## config.mk

```make
export PLATFORM = sky130hd
export DESIGN_NAME = bfiq_queue
export DESIGN_NICKNAME = d
export VERILOG_FILES = /design/src/design/bfiq_pkg.sv /design/src/design/bfiq_queue.sv
export SDC_FILE = /design/constraint.sdc
export NUM_CORES = 1
export LEC_CHECK = 0
export ABC_AREA = 1
export BUFFER_PORTS_ARGS = -buffer_cell sky130_fd_sc_hd__buf_2
export CAP_MARGIN = 40
export CORE_ASPECT_RATIO = 0.8
export CORE_MARGIN = 4
export CORE_UTILIZATION = 40
export CTS_CLUSTER_DIAMETER = 150
export DETAILED_ROUTE_END_ITERATION = 8
export GPL_ROUTABILITY_DRIVEN = 0
export GPL_TIMING_DRIVEN = 0
export MAX_ROUTING_LAYER = met4
export PLACE_DENSITY = 0.66
export SYNTH_ARGS = -nofsm -noshare
export SYNTH_HDL_FRONTEND = slang
export SYNTH_SLANG_ARGS = --single-unit
```

## constraint.sdc

```tcl
create_clock -name clk -period 3.9 [get_ports clk]
set_input_delay 0.585 -clock clk [delete_from_list [all_inputs] [get_ports clk]]
set_output_delay 0.585 -clock clk [all_outputs]
set_load 0.05 [all_outputs]
```

## src/design/bfiq_pkg.sv

```systemverilog
`default_nettype none
package bfiq_pkg;

  localparam int unsigned MAX_FILTER_BITS = 2097152;
  localparam int unsigned NUM_HASHES = 10;

  localparam int unsigned CFG_W = 22;
  localparam logic [CFG_W-1:0] FILTER_BITS_RESET = 22'd1500000;

  localparam logic [63:0] FNV_BASIS = 64'hcbf29ce484222325;
  // The FNV prime is 2^40 + 0x1b3, so the multiply is a shift and a narrow product.
  localparam int unsigned FNV_SHIFT = 40;
  localparam logic [63:0] FNV_LOW = 64'h00000000000001b3;

  localparam logic [63:0] MIX_C1 = 64'hff51afd7ed558ccd;
  localparam logic [63:0] MIX_C2 = 64'hc4ceb9fe1a85ec53;
  localparam logic [31:0] GOLDEN_STEP = 32'h9e3779b9;
  localparam int unsigned MIX_SHIFT = 33;

  localparam int unsigned DIV_STEP = 2;
  localparam int unsigned DIV_CYCLES = 64 / DIV_STEP;
  localparam int unsigned DIV_CNT_W = $clog2(DIV_CYCLES);

  localparam int unsigned QUEUE_DEPTH = 2;
  localparam int unsigned QPTR_W = 1;
  localparam int unsigned QCNT_W = 2;
  localparam logic [QCNT_W-1:0] QUEUE_FULL = 2'd2;

  typedef enum logic {
    OP_ADD   = 1'b0,
    OP_QUERY = 1'b1
  } op_t;

  typedef struct packed {
    logic [63:0] hash;
    op_t         op;
  } key_entry_t;

  typedef enum logic [3:0] {
    B_CLEAR,
    B_IDLE,
    B_SEED,
    B_MUL,
    B_POS,
    B_DIV,
    B_READ,
    B_CHECK,
    B_DONE
  } back_state_t;

  typedef enum logic [1:0] {
    MPH_LOW,
    MPH_CROSS_HI,
    MPH_CROSS_LO
  } mul_phase_t;

  typedef enum logic {
    MIX_FIRST,
    MIX_SECOND
  } mix_sel_t;

  function automatic logic [63:0] xor_shift(input logic [63:0] x);
    return x ^ (x >> MIX_SHIFT);
  endfunction

  function automatic logic [63:0] fnv_step(input logic [63:0] h, input logic [7:0] b);
    logic [63:0] y;
    y = h ^ {56'd0, b};
    return (y << FNV_SHIFT) + (y * FNV_LOW);
  endfunction

endpackage
`default_nettype wire

```

## src/design/bfiq_queue.sv

```systemverilog
`default_nettype none
module bfiq_queue (
  input  wire logic                 clk,
  input  wire logic                 rst,
  input  wire logic                 push_valid,
  input  wire bfiq_pkg::key_entry_t push_entry,
  output logic                      push_ready,
  output logic                      pop_valid,
  output bfiq_pkg::key_entry_t      pop_entry,
  input  wire logic                 pop_ready
);

  bfiq_pkg::key_entry_t               slots [bfiq_pkg::QUEUE_DEPTH];
  logic [bfiq_pkg::QPTR_W-1:0]        wr_ptr;
  logic [bfiq_pkg::QPTR_W-1:0]        rd_ptr;
  logic [bfiq_pkg::QCNT_W-1:0]        count;
  logic                               do_push;
  logic                               do_pop;

  assign push_ready = count != bfiq_pkg::QUEUE_FULL;
  assign pop_valid = count != '0;
  assign pop_entry = slots[rd_ptr];
  assign do_push = push_valid && push_ready;
  assign do_pop = pop_valid && pop_ready;

  always_ff @(posedge clk) begin
    if (do_push) begin
      slots[wr_ptr] <= push_entry;
    end
  end

  always_ff @(posedge clk) begin
    if (rst) begin
      wr_ptr <= '0;
      rd_ptr <= '0;
      count <= '0;
    end else begin
      if (do_push) begin
        wr_ptr <= wr_ptr + 1'b1;
      end
      if (do_pop) begin
        rd_ptr <= rd_ptr + 1'b1;
      end
      if (do_push && !do_pop) begin
        count <= count + 1'b1;
      end else if (do_pop && !do_push) begin
        count <= count - 1'b1;
      end
    end
  end

endmodule
`default_nettype wire

```

Yosys cells after proc, flatten, opt, wreduce, memory -nomap -nowiden
Memory sizes are Yosys's and may differ from the RTL's. A register that Yosys moved wholly into a read port is not among the register bits.
Cells that the tools add are included.
{"block": "word_totals", "register_bits": 4, "ram_bits": 130, "in_bits": 69, "output_inout_bits": 67, "word_cells": 23, "memories": 1}
{"name": "slots", "depth": 2, "word_bits": 65, "rd": 1, "rd_clocked_by_memory_dff": 1, "wr": 1, "line_no": "bfiq_queue.sv:13", "text": "bfiq_pkg::key_entry_t slots [bfiq_pkg::QUEUE_DEPTH];"}
{"block": "classes", "add_sub_neg": 4, "n_eq_ne": 1, "mux": 6, "reduce_logical": 8}
{"cell": "$logic_and 1x1->1", "n": 4}
{"cell": "$mux 1", "n": 4}
{"cell": "$mux 2", "n": 2}
{"cell": "$reduce_bool 2->1", "n": 2}
{"cell": "$add 1x1->1 const B", "n": 2}
{"cell": "$add 2x1->2 const B", "n": 1}
{"cell": "$logic_not 1->1", "n": 2}
{"cell": "$ne 2x2->1 const B", "n": 1}
{"cell": "$sub 2x1->2 const B", "n": 1}

Logic depth before layout (Yosys ltp)
{"block": "logic_depth", "ltp_word": 6, "mapped_depth": 11, "mapped_depth_nobuf": 11}

Least setup slack after synthesis
Ideal clock, no wire load.
{"block": "synth_timing", "kind": "register to register", "from": "reg count[0] in the netlist's numbering", "to": "mem slots[0][0] in the netlist's numbering, enable pin", "setup_time_ns": 0.489, "arrival_time_ns": 3.662, "required_ns": 3.411, "slack_ns": -0.250, "stages_incl_launch_ff": 5, "n_path_buf": 0, "period_less_slack_ns": 4.150, "path_cell_list": "dfxtp_1 > inv_1 > nand2_1 > nand2_1 > nor2_1"}
{"block": "synth_between", "elab_chain_cells": 4}
{"item": "start, declared", "line_no": "bfiq_queue.sv:16", "text": "logic [bfiq_pkg::QCNT_W-1:0] count;"}
{"item": "start signal, assigned", "line_no": "bfiq_queue.sv:45", "text": "count <= count + 1'b1;"}
{"item": "start signal, assigned", "line_no": "bfiq_queue.sv:47", "text": "count <= count - 1'b1;"}
{"item": "$ne 2x2->1", "line_no": "bfiq_queue.sv:20", "text": "assign push_ready = count != bfiq_pkg::QUEUE_FULL;"}
{"item": "net push_ready", "line_no": "bfiq_queue.sv:7", "text": "output logic push_ready,"}
{"item": "$logic_and 1x1->1", "line_no": "bfiq_queue.sv:23", "text": "assign do_push = push_valid && push_ready;"}
{"item": "$mux 1", "line_no": "bfiq_queue.sv:27", "text": "if (do_push) begin"}
{"item": "$mux 1 (implied by the code)", "line_no": "bfiq_queue.sv:28", "text": "slots[wr_ptr] <= push_entry;"}
{"item": "end, declared", "line_no": "bfiq_queue.sv:13"}
The timed path passes the listed nets, and every way through them passes these cells.

==> flow_summary.json <==
{
  "synthMuxAreaShare_pct": 17.9,
  "drc": 0,
  "ir_worst_vdd_v": 0.000436,
  "crit_path_frequent_cell": "buf_6",
  "power_mw": 4.97,
  "cp_slowest_stage_delay_ns": 0.33,
  "synth_fa_ha_area_share_pct": 0.244,
  "syn_nets": 309,
  "clk_latency_ns": 0.41,
  "synth_area_um2": 5130,
  "hp-class": "in -> reg",
  "synth_edf_count": 130,
  "final_cells": 581,
  "crit_path_max_fanout": 10,
  "holdBufCountCts": 0,
  "synthCells": 239,
  "power_frac_clock_pct": 28.3,
  "place_area_um2": 6120,
  "synth_top_family_by_area": "multiplexers",
  "fin_util_pct": 53.6,
  "p_sw_mw": 1.74,
  "relSlewSlack_pct": 59.3,
  "setup_ws_ns": 1.66,
  "antenna_left": 0,
  "die_y_um": 109,
  "async_flop_share_pct": 0,
  "synth_cell_types": 14,
  "rows": 36,
  "portBuffers": 135,
  "synthXorXnorAreaFrac_pct": 0,
  "cts.sink_count": 135,
  "critPathTopFamily": "buffers and inverters",
  "via_per_inst": 4.58,
  "cp_cell_sequence": "buf_6 -> buf_6 -> mux2_4 -> buf_2",
  "path_buf_inv": 3,
  "synth-seq-cells": 135,
  "post-route-cell-area_um2": 6640,
  "areaGrowthSynthToFinish_pct": 29.4,
  "cts_buffer_depth": 2,
  "p_int_mw": 3.23,
  "diodes": 0,
  "critical_path_class": "reg -> out",
  "yosys_warnings": 0,
  "drt-initial-drc-count": 125,
  "maxCapViolations": 0,
  "core_um2": 12400,
  "clock.fmax_ghz": 0.446,
  "post-place-ws_ns": 1.94,
  "vias": 2663,
  "grt_pass1_vias": 2838,
  "avgSynthCellArea_um2": 21.5,
  "setup_violations": 0,
  "h-tree-depth": 4,
  "cts_tree": "yes",
  "clock-root-buffer": "clkbuf_16",
  "hold_viol_final": 0,
  "post_cts_buffers": 0,
  "hpwl_um": 6370,
  "seq_area_frac_synth_pct": 78.0,
  "critPathSlowestCell": "dfxtp_1",
  "synth-simple-area-share_pct": 1.49,
  "rsz0062_at_grt": "no",
  "cts_buffers": 17,
  "nets": 467,
  "synth-compound-area-share_pct": 0.390,
  "yosysTopAreaCellShare_pct": 76.0,
  "drt-total-wl_um": 9150,
  "first_pass_iters": 4,
  "layout_min_cycle_time_ns": 2.24,
  "fin_crit_sh_pct": 57.5,
  "yosysMostFrequentCell": "edfxtp_1",
  "crit_arrival_ns": 1.66,
  "synth_area_leaders": "edfxtp_1 (76%), mux2_4 (15%), mux2_2 (3.3%)",
  "cts.clk_slew.worst_paths_ns": 0.06,
  "dieArea_um2": 14700,
  "cp-start-kind": "register",
  "fillers": 1021,
  "cts_resized": 0,
  "grt_overflow": 0,
  "maxSlewViolCount": 0,
  "die_w_um": 135,
  "worstPathRequired_ns": 3.31,
  "grt_pass1_wl_um": 14200,
  "p_leak_nw": 2.62,
  "wl_per_cell_um": 15.7,
  "tightest_slew_ns": 0.609,
  "antenna_found_initial": 0,
  "grt_max_degree": 27,
  "final_layout_size_suffix_gt1_share_pct": 58.3,
  "outcome": "completed",
  "start_util_pct": 41.5,
  "ys.flop_type": "edfxtp_1",
  "p_sw_share_pct": 35.1,
  "p_seq_share_pct": 37.9,
  "dp.cells": 549,
  "synth_top_area_cell": "edfxtp_1",
  "power_density_nw_per_um2": 748,
  "gr-usage-all-layers_pct": 13.4,
  "io_pins": 136,
  "skew_ns": 0.00794,
  "comb_power_share_pct": 33.8,
  "end_kind": "output port",
  "synthTopCellsByCount": "edfxtp_1 (130), mux2_4 (50), mux2_2 (15), nand2_1 (9), inv_1 (8)"
}
-- state kept, by name (all words and copies together), names as in the netlist, named ones only --
register  cells
slots       130
count         2
rd_ptr        1
wr_ptr        1
-- power by group through the flow --
stage	clock (mW)	sequential [mW]	combinational, mW
final	1.40	1.88	1.68
after CTS	1.44	1.89	1.70
after detailed placement	0	1.92	1.70
after global routing	1.50	1.90	1.77
after global placement	0	1.94	1.64
after floorplan	0	1.92	1.33
-- path summary, 6_finish.rpt --
| path | end | cells after the start | slack, ns | start |
|---|---|---|---|---|
| worst max-delay path | pop_entry[46] | 4 | 1.66 | register |
| worst min-delay path | slots[1][44] | 1 | 0.36 | push_entry[44] |
| worst max register to register | slots[0][37] | 5 | 2.14 | count[0] |
| worst min register to register | rd_ptr | 2 | 0.51 | rd_ptr |
-- worst reg2reg max path: stages (launching register included) --
cell	delay, ns
dfxtp_1	0.32
inv_1	0.08
nand2_1	0.09
nand2_1	0.16
nor2_4	0.52
buf_12	0.27
-- through the flow --
| step | hold slack (ns) | setup TNS, ns |
|---|---|---|
| after global placement | 0.480 | -219.02 |
| final | 0.357 | 0 |
| after global routing | 0.333 | 0 |
| after detailed placement | 0.505 | 0 |
| after floorplan | 0.465 | -32.54 |
| after CTS | 0.335 | 0 |
-- cell type report --
type                            instances  area, µm²  share of cell area (%)
Inverter                                8       30.0                   0.452
Buffer                                  7       72.6                    1.09
Timing Repair Buffer                  139        756                    11.4
Tap cell                              171        214                    3.22
Multi-Input combinational cell         89       1040                    15.7
Clock inverter                         12       86.3                    1.30
Sequential cell                       135       4000                    60.3
Clock buffer                           20        437                    6.57
-- routing by layer --
layer | global-route usage, % | routed length [µm]
met1 | 15.5 | 3770
met2 | 20.7 | 4450
met3 | 4.80 | 762
met4 | 7.49 | 162
met5 | - | 0
-- cell usage in the layout (no fill, tap or decap), types with 2 or more instances in the layout --
cell        Yosys  final
clkbuf_16       0     17
mux2_2         15     15
nor2_1          7      5
nand2_1         9      9
clkinv_1        0      3
clkinvlp_4      0      2
mux2_4         50     50
o21ai_0         2      2
buf_2           1    136
nand3_1         2      2
edfxtp_1      130    130
buf_6           6      6
a21oi_1         2      2
clkbuf_1        0      3
buf_12          0      4
dfxtp_1         5      5
inv_1           8      8
nor2_4          0      2
clkinv_2        0      6
-- cell families after synthesis --
group,Yosys count
buffers and inverters,15
muxes,65
DFF,135
AOI/OAI and AO/OA,4
and+or+nand+nor,19
adders and majority gates,1
(Power assumes the default switching activity.)
