`src/design/bfiq_pkg.sv`:
```
`default_nettype none
package bfiq_pkg;

  localparam int unsigned MAX_FILTER_BITS = 2097152;
  localparam int unsigned NUM_HASHES = 10;

  localparam int unsigned CFG_W = 22;
  localparam logic [CFG_W-1:0] FILTER_BITS_RESET = 22'd1500000;

  localparam logic [63:0] FNV_BASIS = 64'hcbf29ce484222325;
  // The FNV prime is 2^40 + 0x1b3, so the multiply is a shift and a narrow product.
  localparam int unsigned FNV_SHIFT = 40;
  localparam logic [63:0] FNV_LOW = 64'h00000000000001b3;

  localparam logic [63:0] MIX_C1 = 64'hff51afd7ed558ccd;
  localparam logic [63:0] MIX_C2 = 64'hc4ceb9fe1a85ec53;
  localparam logic [31:0] GOLDEN_STEP = 32'h9e3779b9;
  localparam int unsigned MIX_SHIFT = 33;

  localparam int unsigned DIV_STEP = 2;
  localparam int unsigned DIV_CYCLES = 64 / DIV_STEP;
  localparam int unsigned DIV_CNT_W = $clog2(DIV_CYCLES);

  localparam int unsigned QUEUE_DEPTH = 2;
  localparam int unsigned QPTR_W = 1;
  localparam int unsigned QCNT_W = 2;
  localparam logic [QCNT_W-1:0] QUEUE_FULL = 2'd2;

  typedef enum logic {
    OP_ADD   = 1'b0,
    OP_QUERY = 1'b1
  } op_t;

  typedef struct packed {
    logic [63:0] hash;
    op_t         op;
  } key_entry_t;

  typedef enum logic [3:0] {
    B_CLEAR,
    B_IDLE,
    B_SEED,
    B_MUL,
    B_POS,
    B_DIV,
    B_READ,
    B_CHECK,
    B_DONE
  } back_state_t;

  typedef enum logic [1:0] {
    MPH_LOW,
    MPH_CROSS_HI,
    MPH_CROSS_LO
  } mul_phase_t;

  typedef enum logic {
    MIX_FIRST,
    MIX_SECOND
  } mix_sel_t;

  function automatic logic [63:0] xor_shift(input logic [63:0] x);
    return x ^ (x >> MIX_SHIFT);
  endfunction

  function automatic logic [63:0] fnv_step(input logic [63:0] h, input logic [7:0] b);
    logic [63:0] y;
    y = h ^ {56'd0, b};
    return (y << FNV_SHIFT) + (y * FNV_LOW);
  endfunction

endpackage
`default_nettype wire

```
`src/design/bfiq_if.sv`:
```
`default_nettype none
interface bfiq_key_if;
  logic       valid;
  logic       ready;
  logic       op;
  logic [7:0] key_byte;
  logic       last_byte;
  modport source(output valid, op, key_byte, last_byte, input ready);
  modport sink(input valid, op, key_byte, last_byte, output ready);
endinterface

`default_nettype wire

```
`src/design/bfiq_front.sv`:
```
`default_nettype none
module bfiq_front (
  input  wire logic                 clk,
  input  wire logic                 rst,
  bfiq_key_if.sink                  key_in,
  input  wire logic                 clearing,
  output logic                      push_valid,
  output bfiq_pkg::key_entry_t      push_entry,
  input  wire logic                 push_ready
);

  logic [63:0] hash;
  logic [63:0] hash_next;
  logic        take;

  assign key_in.ready = !clearing && push_ready;
  assign take = key_in.valid && key_in.ready;
  assign hash_next = bfiq_pkg::fnv_step(hash, key_in.key_byte);

  assign push_valid = take && key_in.last_byte;
  assign push_entry.hash = hash_next;
  assign push_entry.op = bfiq_pkg::op_t'(key_in.op);

  always_ff @(posedge clk) begin
    if (rst) begin
      hash <= bfiq_pkg::FNV_BASIS;
    end else if (take) begin
      hash <= key_in.last_byte ? bfiq_pkg::FNV_BASIS : hash_next;
    end
  end

endmodule
`default_nettype wire

```
`src/flat_wrapper.sv`:
```
// flat-port wrapper written by rule: the top's interface ports become plain ports
module bfiq_front_flat 
  (clk, rst, clearing, push_valid, push_entry, push_ready, key_in_valid, key_in_op, key_in_key_byte, key_in_last_byte, key_in_ready);
  bfiq_key_if key_in_i ();
  input  wire logic clk;
  input  wire logic rst;
  input  wire logic clearing;
  output logic push_valid;
  output bfiq_pkg::key_entry_t push_entry;
  input  wire logic push_ready;
  input wire logic [$bits(key_in_i.valid)-1:0] key_in_valid;
  input wire logic [$bits(key_in_i.op)-1:0] key_in_op;
  input wire logic [$bits(key_in_i.key_byte)-1:0] key_in_key_byte;
  input wire logic [$bits(key_in_i.last_byte)-1:0] key_in_last_byte;
  output wire logic [$bits(key_in_i.ready)-1:0] key_in_ready;
  assign key_in_i.valid = key_in_valid;
  assign key_in_i.op = key_in_op;
  assign key_in_i.key_byte = key_in_key_byte;
  assign key_in_i.last_byte = key_in_last_byte;
  assign key_in_ready = key_in_i.ready;
  bfiq_front u_core (.clk(clk), .rst(rst), .key_in(key_in_i), .clearing(clearing), .push_valid(push_valid), .push_entry(push_entry), .push_ready(push_ready));
endmodule
```
`config.mk`:
```
export PLATFORM = sky130hd
export DESIGN_NAME = bfiq_front_flat
export DESIGN_NICKNAME = d
export VERILOG_FILES = /design/src/design/bfiq_pkg.sv /design/src/design/bfiq_if.sv /design/src/design/bfiq_front.sv /design/src/flat_wrapper.sv
export SDC_FILE = /design/constraint.sdc
export NUM_CORES = 1
export LEC_CHECK = 0
export CAP_MARGIN = 20
export CORE_MARGIN = 5
export CORE_UTILIZATION = 61
export CTS_BUF_LIST = sky130_fd_sc_hd__clkbuf_16
export DETAILED_ROUTE_END_ITERATION = 6
export DONT_BUFFER_PORTS = 1
export PLACE_DENSITY = 0.74
export SLEW_MARGIN = 0
export SYNTH_ARGS = -nofsm -noshare
export SYNTH_HDL_FRONTEND = slang
export SYNTH_SLANG_ARGS = --single-unit
```
`constraint.sdc`:
```
create_clock -name clk -period 20 [get_ports clk]
set_clock_uncertainty 0.1 [all_clocks]
set_input_delay 3 -clock clk [delete_from_list [all_inputs] [get_ports clk]]
set_output_delay 3 -clock clk [all_outputs]
set_load 0.02 [all_outputs]
```
* Word-level counts from Yosys, hierarchy flattened
Index checks and enable logic that the tools add are counted.
** Operators by class
- Shifts and indexed selects :: 0
- Divide/modulo/power cells :: 0
- Equality and inequality tests :: 0
- Reduce and logical (&&, ||, !) cells :: 4
- Mux-type cells :: 1
- Magnitude comparators :: 0
- $mul :: 1
- Bitwise operators :: 1
- Add/subtract/negate cells :: 1
** Operators with widths (number)
- 64-bit adder :: 1
- 64-bit by 9-bit multiplier with 64-bit output, second input constant :: 1
- 64-bit two-way mux :: 1
- 64-bit by 8-bit bitwise XOR with 64-bit output :: 1
- 1-bit logical AND :: 3
- 1-bit zero test :: 1
** Word-level totals
- Bits of input ports :: 15
- Bits in writable memories :: 0
- Memories :: 0
- Flip-flop bits (word level) :: 64
- Bits in latches :: 0
- Memory bits (read-only) :: 0

* Logic depth before layout (Yosys ltp)
Gate-level depths: netlist of the first run.
- Depth in word-level cells :: 4
- Depth in mapped cells :: 21
- Depth with buffers taken out :: 21

* Least setup slack after synthesis of the first run
No wires, ideal clock.
- Path kind :: in2out
- Start point :: in key_in_key_byte[2]
- End point :: out push_entry[63] (netlist name)
- Data required time :: 16900 ps
- Cell stages on the path :: 18
- Data arrival time :: 8177 ps
- Path buffers :: 0
- Setup slack :: 8723 ps
- Cells stage by stage :: xnor2_1 -> inv_1 -> ha_1 -> xor2_1 -> ha_1 -> fa_1 -> fa_1 -> ha_1 -> ha_1 -> a21o_1 -> a31o_1 -> o211a_1 -> or4_4 -> a21oi_2 -> o31ai_2 -> nand2_1 -> mux2i_1 -> a211oi_1
** RTL lines
- start: declaration :: line flat_wrapper.sv:13 : input wire logic [$bits(key_in_i.key_byte)-1:0] key_in_key_byte;
- end: declaration :: line flat_wrapper.sv:9 : output bfiq_pkg::key_entry_t push_entry;

==> flow_summary.yaml, run 1 <==
critical_path:
  r2r_start: "u_core.hash[2]$_SDFFE_PP1P_"
  worst_path_most_repeated_cell: "ha_1"
  crit_start: "key_in_key_byte[2]"
  r2r_setup_slack_ps: 13310
  cp.arrival_ps: 9030
  r2r_cells: 18
  crit_path_max_incr_delay_ps: 670
  path_max_fanout: 5
  startpoint_type: "input port"
  crit_type: "in -> out"
  cp_slowest_cell: "a211oi_1"
  timing.rr.end: "u_core.hash[59]$_SDFFE_PP1P_"
  worstPathRequired_ps: 16900
  crit_chain: "xnor2_1, inv_1, ha_1, xor2_1, ha_1, fa_1, fa_1, ha_1, ha_1, a21o_1, a31o_1, o211a_1, or4_4, a21oi_2, o31ai_2, nand2_1, mux2i_1, a211oi_1"
  crit_path_end_kind: "output pin"
placed_design:
  dpl.hpwl_um: 34600
  finalWeightedCongestion: 0.988
  place.port_buffers: 0
floorplanning:
  rows: 56
  die_w_um: 163
  coreArea_um2: 23300
  ios: 82
  die_h_um: 163
  start_util_pct: 61.3
  die_area_um2: 26500
synth:
  ys_seq_area_share_pct: 8.98
  async_reset_ff_share_pct: 0
  netlist_instances: 1652
  syn-cell-area_um2: 14300
  ys_types: 73
  synth_edf_count: 0
  syn_avg_cell_area_um2: 8.63
  syn-num-nets: 2073
  ys_seq_elements: 64
  yosys_warnings: 0
  synthFlopType: "dfxtp_1"
clock_network:
  cts_htree_levels: 3
  cts_buffers: 9
  cts_hold_buffers: 0
  cts.clk_slew.worst_paths_ps: 60
  cts_sinks: 64
  post_cts_buffers: 0
  cts_tree: "built"
  cts_root_buf: "clkbuf_16"
  clock_path_buffers: 2
  post_cts_resized: 0
  insertion_delay_ps: 360
route:
  detail-route-antenna-nets: 0
  routed_wl_um: 40400
  drtPass1Iterations: 5
  drt_iter0_markers: 1087
  drc: 0
  vias: 11300
  via_per_inst: 5.81
  wl_per_cell_um: 20.8
sta:
  fmax_ghz: 0.0824
  worstMarginPinSlew_ps: 1050
  drv_slew: 0
  final_hold_viol_count: 0
  rsz0062_at_grt: "no"
  slew_headroom_pct: 29.7
  min_period_ps: 12130
  fin_setup_tns_ps: 0
  finalSetupViolCount: 0
  fin_crit_sh_pct: 60.6
global_routing:
  grt-ovfl-total: 0
  first_global_vias: 11200
  antenna_found_initial: 0
  grt_first_pass_wirelength_um: 63300
  grt_use_total_pct: 31.2
  grt_max_degree: 48
worst_hold_path:
  whs_endpoint: "u_core.hash[1]$_SDFFE_PP0P_"
  min_from: "u_core.hash[1]$_SDFFE_PP0P_"
  hold_depth: 2
  min_path_type: "reg -> reg"
layout:
  largest_reg_flops: 64
  seqCellArea_um2: 1280
  layout_commonest_cell: "inv_1"
  final_cell_mix: "407 x inv_1, 210 x fa_1, 196 x ha_1, 111 x nand2_1, 83 x a21oi_1"
  multi_input_area_um2: 11300
  final_layout_size_suffix_gt1_share_pct: 2.71
  top_regs: "u_core.hash (64)"
  n_fill_cell: 2043
  final_nets: 2040
  n_antenna_cell: 0
  area_growth_pct: 3.80
  utilization_pct: 63.6
  top_register: "u_core.hash"
flow_run:
  cap_violations: 0
status:
  status: "complete, no violations"
-- routing by layer --
metal,share of wire (%),track usage (%)
met1,44,44.0
met3,8.9,6.99
met5,0,0
met2,44,48.6
met4,3.3,9.19
-- through the flow --
step	hold WS, ps	cells	setup slack, ps	instance area (um^2)
after global placement	349	1927	8030	14500
after CTS	366	1943	7850	14800
final	365	1943	7870	14800
after global routing	414	1943	7530	14800
after floorplan	344	1652	8720	14300
after detailed placement	357	1927	7870	14500
-- worst max-delay path by stage --
stage	end	slack, ps	cells past startpoint
6_report	push_entry[63]	7870	18
5_1_grt	push_entry[60]	7530	17
4_1_cts	push_entry[63]	7850	18
3_5_place_dp	push_entry[63]	7870	18
3_3_place_gp	push_entry[63]	8030	18
2_1_floorplan	push_entry[63]	8720	18
-- synth_stat cells, drive strengths merged (3+ instances only) --
| cell | instances | area share, % |
|---|---|---|
| o22ai | 4 | 0.22 |
| buf | 13 | 0.51 |
| nor2b | 6 | 0.26 |
| nand3 | 28 | 0.98 |
| xnor2 | 70 | 4.3 |
| clkbuf | 36 | 0.96 |
| nand3b | 4 | 0.21 |
| a22o | 15 | 0.92 |
| mux2i | 3 | 0.21 |
| nor2 | 67 | 1.8 |
| a21boi | 7 | 0.39 |
| nand2b | 4 | 0.18 |
| a21oi | 84 | 3.0 |
| dfxtp | 64 | 9.0 |
| o21ai | 48 | 1.7 |
| a22oi | 20 | 1.1 |
| o31a | 3 | 0.19 |
| fa | 210 | 29 |
| ha | 196 | 17 |
| o211ai | 15 | 0.79 |
| a211oi | 5 | 0.26 |
| and2 | 9 | 0.39 |
| inv | 407 | 11 |
| nor3 | 10 | 0.35 |
| a31oi | 6 | 0.26 |
| xor2 | 67 | 4.1 |
| and3 | 10 | 0.44 |
| a21o | 44 | 2.3 |
| o221a | 3 | 0.24 |
| o31ai | 8 | 0.53 |
| nand2 | 112 | 2.9 |
| o21a | 6 | 0.32 |
| o21bai | 14 | 0.74 |
| a2111o | 3 | 0.24 |
| nand4 | 19 | 0.88 |
-- critical path, delay by kind of cell --
family          cells  cell delay, ps
compound gates      6            1830
simple gates        2             630
xor+xnor            2             980
buf+inv             1             170
fa+ha+maj           6            2310
mux                 1             100
-- kinds of logic after synthesis --
group	Yosys count	synth area share, %
xor gates and xnor gates	137	8.41
adders and majority gates	406	46.7
buffers and inverters	456	12.2
AOI/OAI and AO/OA	304	14.4
DFF	64	8.98
muxes	3	0.211
and+or+nand+nor	282	9.14
-- layout make-up --
class	count	share of cell area, %
inverters	407	10.3
repair buffers	5	0.254
well taps	319	2.70
flip-flops and latches	64	8.65
clock buffers	9	1.52
clock inverters	7	0.482
multi-input cells	1132	76.1
Power of run 1 is left out: the tool's default activity adds up to more than one toggle a clock period on the data nets, which glitch-free logic cannot reach.
==> run 2: changes to the inputs <==
Clock period 20 ns to 11.2 ns, I/O delays scaled along.
==> run 2 against run 1 <==
  * Sequential cell count unchanged
  * First-iteration DRC count decreased by 8.1%
  * Count of clock-buffer cells in the layout did not move
  * Design area decreased by 0.29%
  * Die area unchanged
  * Non-clock buffer count unchanged
  * Largest cell class unchanged
  * Worst setup slack lost 6100 ps
==> flow_summary.yaml, run 2 (synthesized netlist as in run 1, its figures left out) <==
status:
  status: "complete, no violations"
clock_network:
  cts_root_buf: "clkbuf_16"
  cts_sinks: 64
  cts_buffers: 9
  cts.clk_slew.worst_paths_ps: 60
  insertion_delay_ps: 350
  post_cts_buffers: 0
  cts_hold_buffers: 0
  post_cts_resized: 0
  cts_htree_levels: 3
  cts_tree: "built"
  clock_path_buffers: 2
floorplanning:
  die_area_um2: 26500
  coreArea_um2: 23300
  rows: 56
  ios: 82
  start_util_pct: 61.3
  die_h_um: 163
  die_w_um: 163
layout:
  final_cell_mix: "408 x inv_1, 210 x fa_1, 196 x ha_1, 111 x nand2_1, 83 x a21oi_1"
  largest_reg_flops: 64
  layout_commonest_cell: "inv_1"
  seqCellArea_um2: 1280
  top_regs: "u_core.hash (64)"
  final_nets: 2040
  top_register: "u_core.hash"
  instances_no_fill: 1942
  area_growth_pct: 3.50
  final_layout_size_suffix_gt1_share_pct: 2.46
  multi_input_area_um2: 11300
  n_antenna_cell: 0
  n_fill_cell: 2042
route:
  drc: 0
  vias: 11200
  via_per_inst: 5.78
  drtPass1Iterations: 7
  routed_wl_um: 40800
  detail-route-antenna-nets: 0
  wl_per_cell_um: 21.0
  drt_iter0_markers: 999
sta:
  fmax_ghz: 0.106
  drv_slew: 0
  fin_setup_tns_ps: 0
  rsz0062_at_grt: "no"
  hold_ws_ps: 366
  finalSetupViolCount: 0
  min_period_ps: 9440
  slew_headroom_pct: 25.8
  worstMarginPinSlew_ps: 1110
  fin_crit_sh_pct: 84.3
  final_hold_viol_count: 0
critical_path:
  crit_path_max_incr_delay_ps: 730
  startpoint_type: "input port"
  cp.arrival_ps: 7660
  r2r_cells: 18
  r2r_setup_slack_ps: 4490
  r2r_start: "u_core.hash[2]$_SDFFE_PP1P_"
  worstPathRequired_ps: 9420
  crit_path_end_kind: "output pin"
  timing.rr.end: "u_core.hash[40]$_SDFFE_PP0P_"
  crit_chain: "xnor2_1, inv_1, ha_1, xor2_1, ha_1, fa_1, fa_1, ha_1, ha_1, a21o_1, a21oi_1, a21oi_1, a21o_1, a211oi_1, o31a_1, o21ai_0, xor2_1"
  crit_type: "in -> out"
  path_max_fanout: 5
  worst_path_most_repeated_cell: "ha_1"
  cp_slowest_cell: "a211oi_1"
flow_run:
  cap_violations: 0
global_routing:
  grt_max_degree: 48
  busiest_layer: "met2"
  use_met2_pct: 50.0
  first_global_vias: 11500
  grt_use_total_pct: 31.6
  grt-ovfl-total: 0
  grt_first_pass_wirelength_um: 63900
  gr-usage-met1_pct: 43.0
  antenna_found_initial: 0
  grtUsageMet3_pct: 8.28
placed_design:
  dpl.hpwl_um: 34800
  finalWeightedCongestion: 0.992
  place.port_buffers: 0
  dp.cells: 1927
worst_hold_path:
  min_from: "u_core.hash[1]$_SDFFE_PP0P_"
  whs_endpoint: "u_core.hash[1]$_SDFFE_PP0P_"
  min_path_type: "reg -> reg"
  hold_depth: 2
-- run 2: cell count changes in the layout (fill, tap and decap cells not counted) --
cell / before / now
inv_6: 1 / 0
clkinvlp_4: 3 / 1
clkinv_1: 0 / 2
inv_1: 407 / 408
bufinv_16: 1 / 0
-- run 2: critical path: cells and delay by family --
| kind | cells | cell delay, ps |
|---|---|---|
| AOI/OAI and AO/OA | 7 | 2090 |
| xor gates and xnor gates | 3 | 1450 |
| adders and majority gates | 6 | 2270 |
| buffers and inverters | 1 | 170 |
-- run 2: worst max-delay path by stage --
stage	start	to	cells past startpoint
final	key_in_key_byte[2]	push_entry[60]	17
after global routing	key_in_key_byte[2]	push_entry[63]	18
after CTS	key_in_key_byte[2]	push_entry[63]	18
after detailed placement	key_in_key_byte[2]	push_entry[63]	18
after global placement	key_in_key_byte[2]	push_entry[63]	18
after floorplan	key_in_key_byte[2]	push_entry[63]	18
-- run 2: routing by layer --
metal | routed length, um | up-vias
met5 | 0 | -
met4 | 1300 | 0
met3 | 4030 | 58
li1 | - | 5223
met1 | 17000 | 5465
met2 | 18400 | 488
-- run 2: through the flow --
step	instance area, um^2	setup slack, ps	util (%)
after floorplan	14300	2560	-
after global placement	14500	1880	62.4
after detailed placement	14500	1750	62.4
after CTS	14800	1750	63.5
after global routing	14800	1440	63.5
final	14800	1760	63.5
-- run 2: layout make-up --
| class | instances | share of cell area (%) |
|---|---|---|
| Clock buffer | 9 | 1.53 |
| Timing Repair Buffer | 5 | 0.254 |
| Clock inverter | 6 | 0.195 |
| Multi-Input combinational cell | 1132 | 76.3 |
| Tap cell | 319 | 2.70 |
| Sequential cell | 64 | 8.68 |
| Inverter | 407 | 10.3 |
Power of run 2 is left out for the same reason.
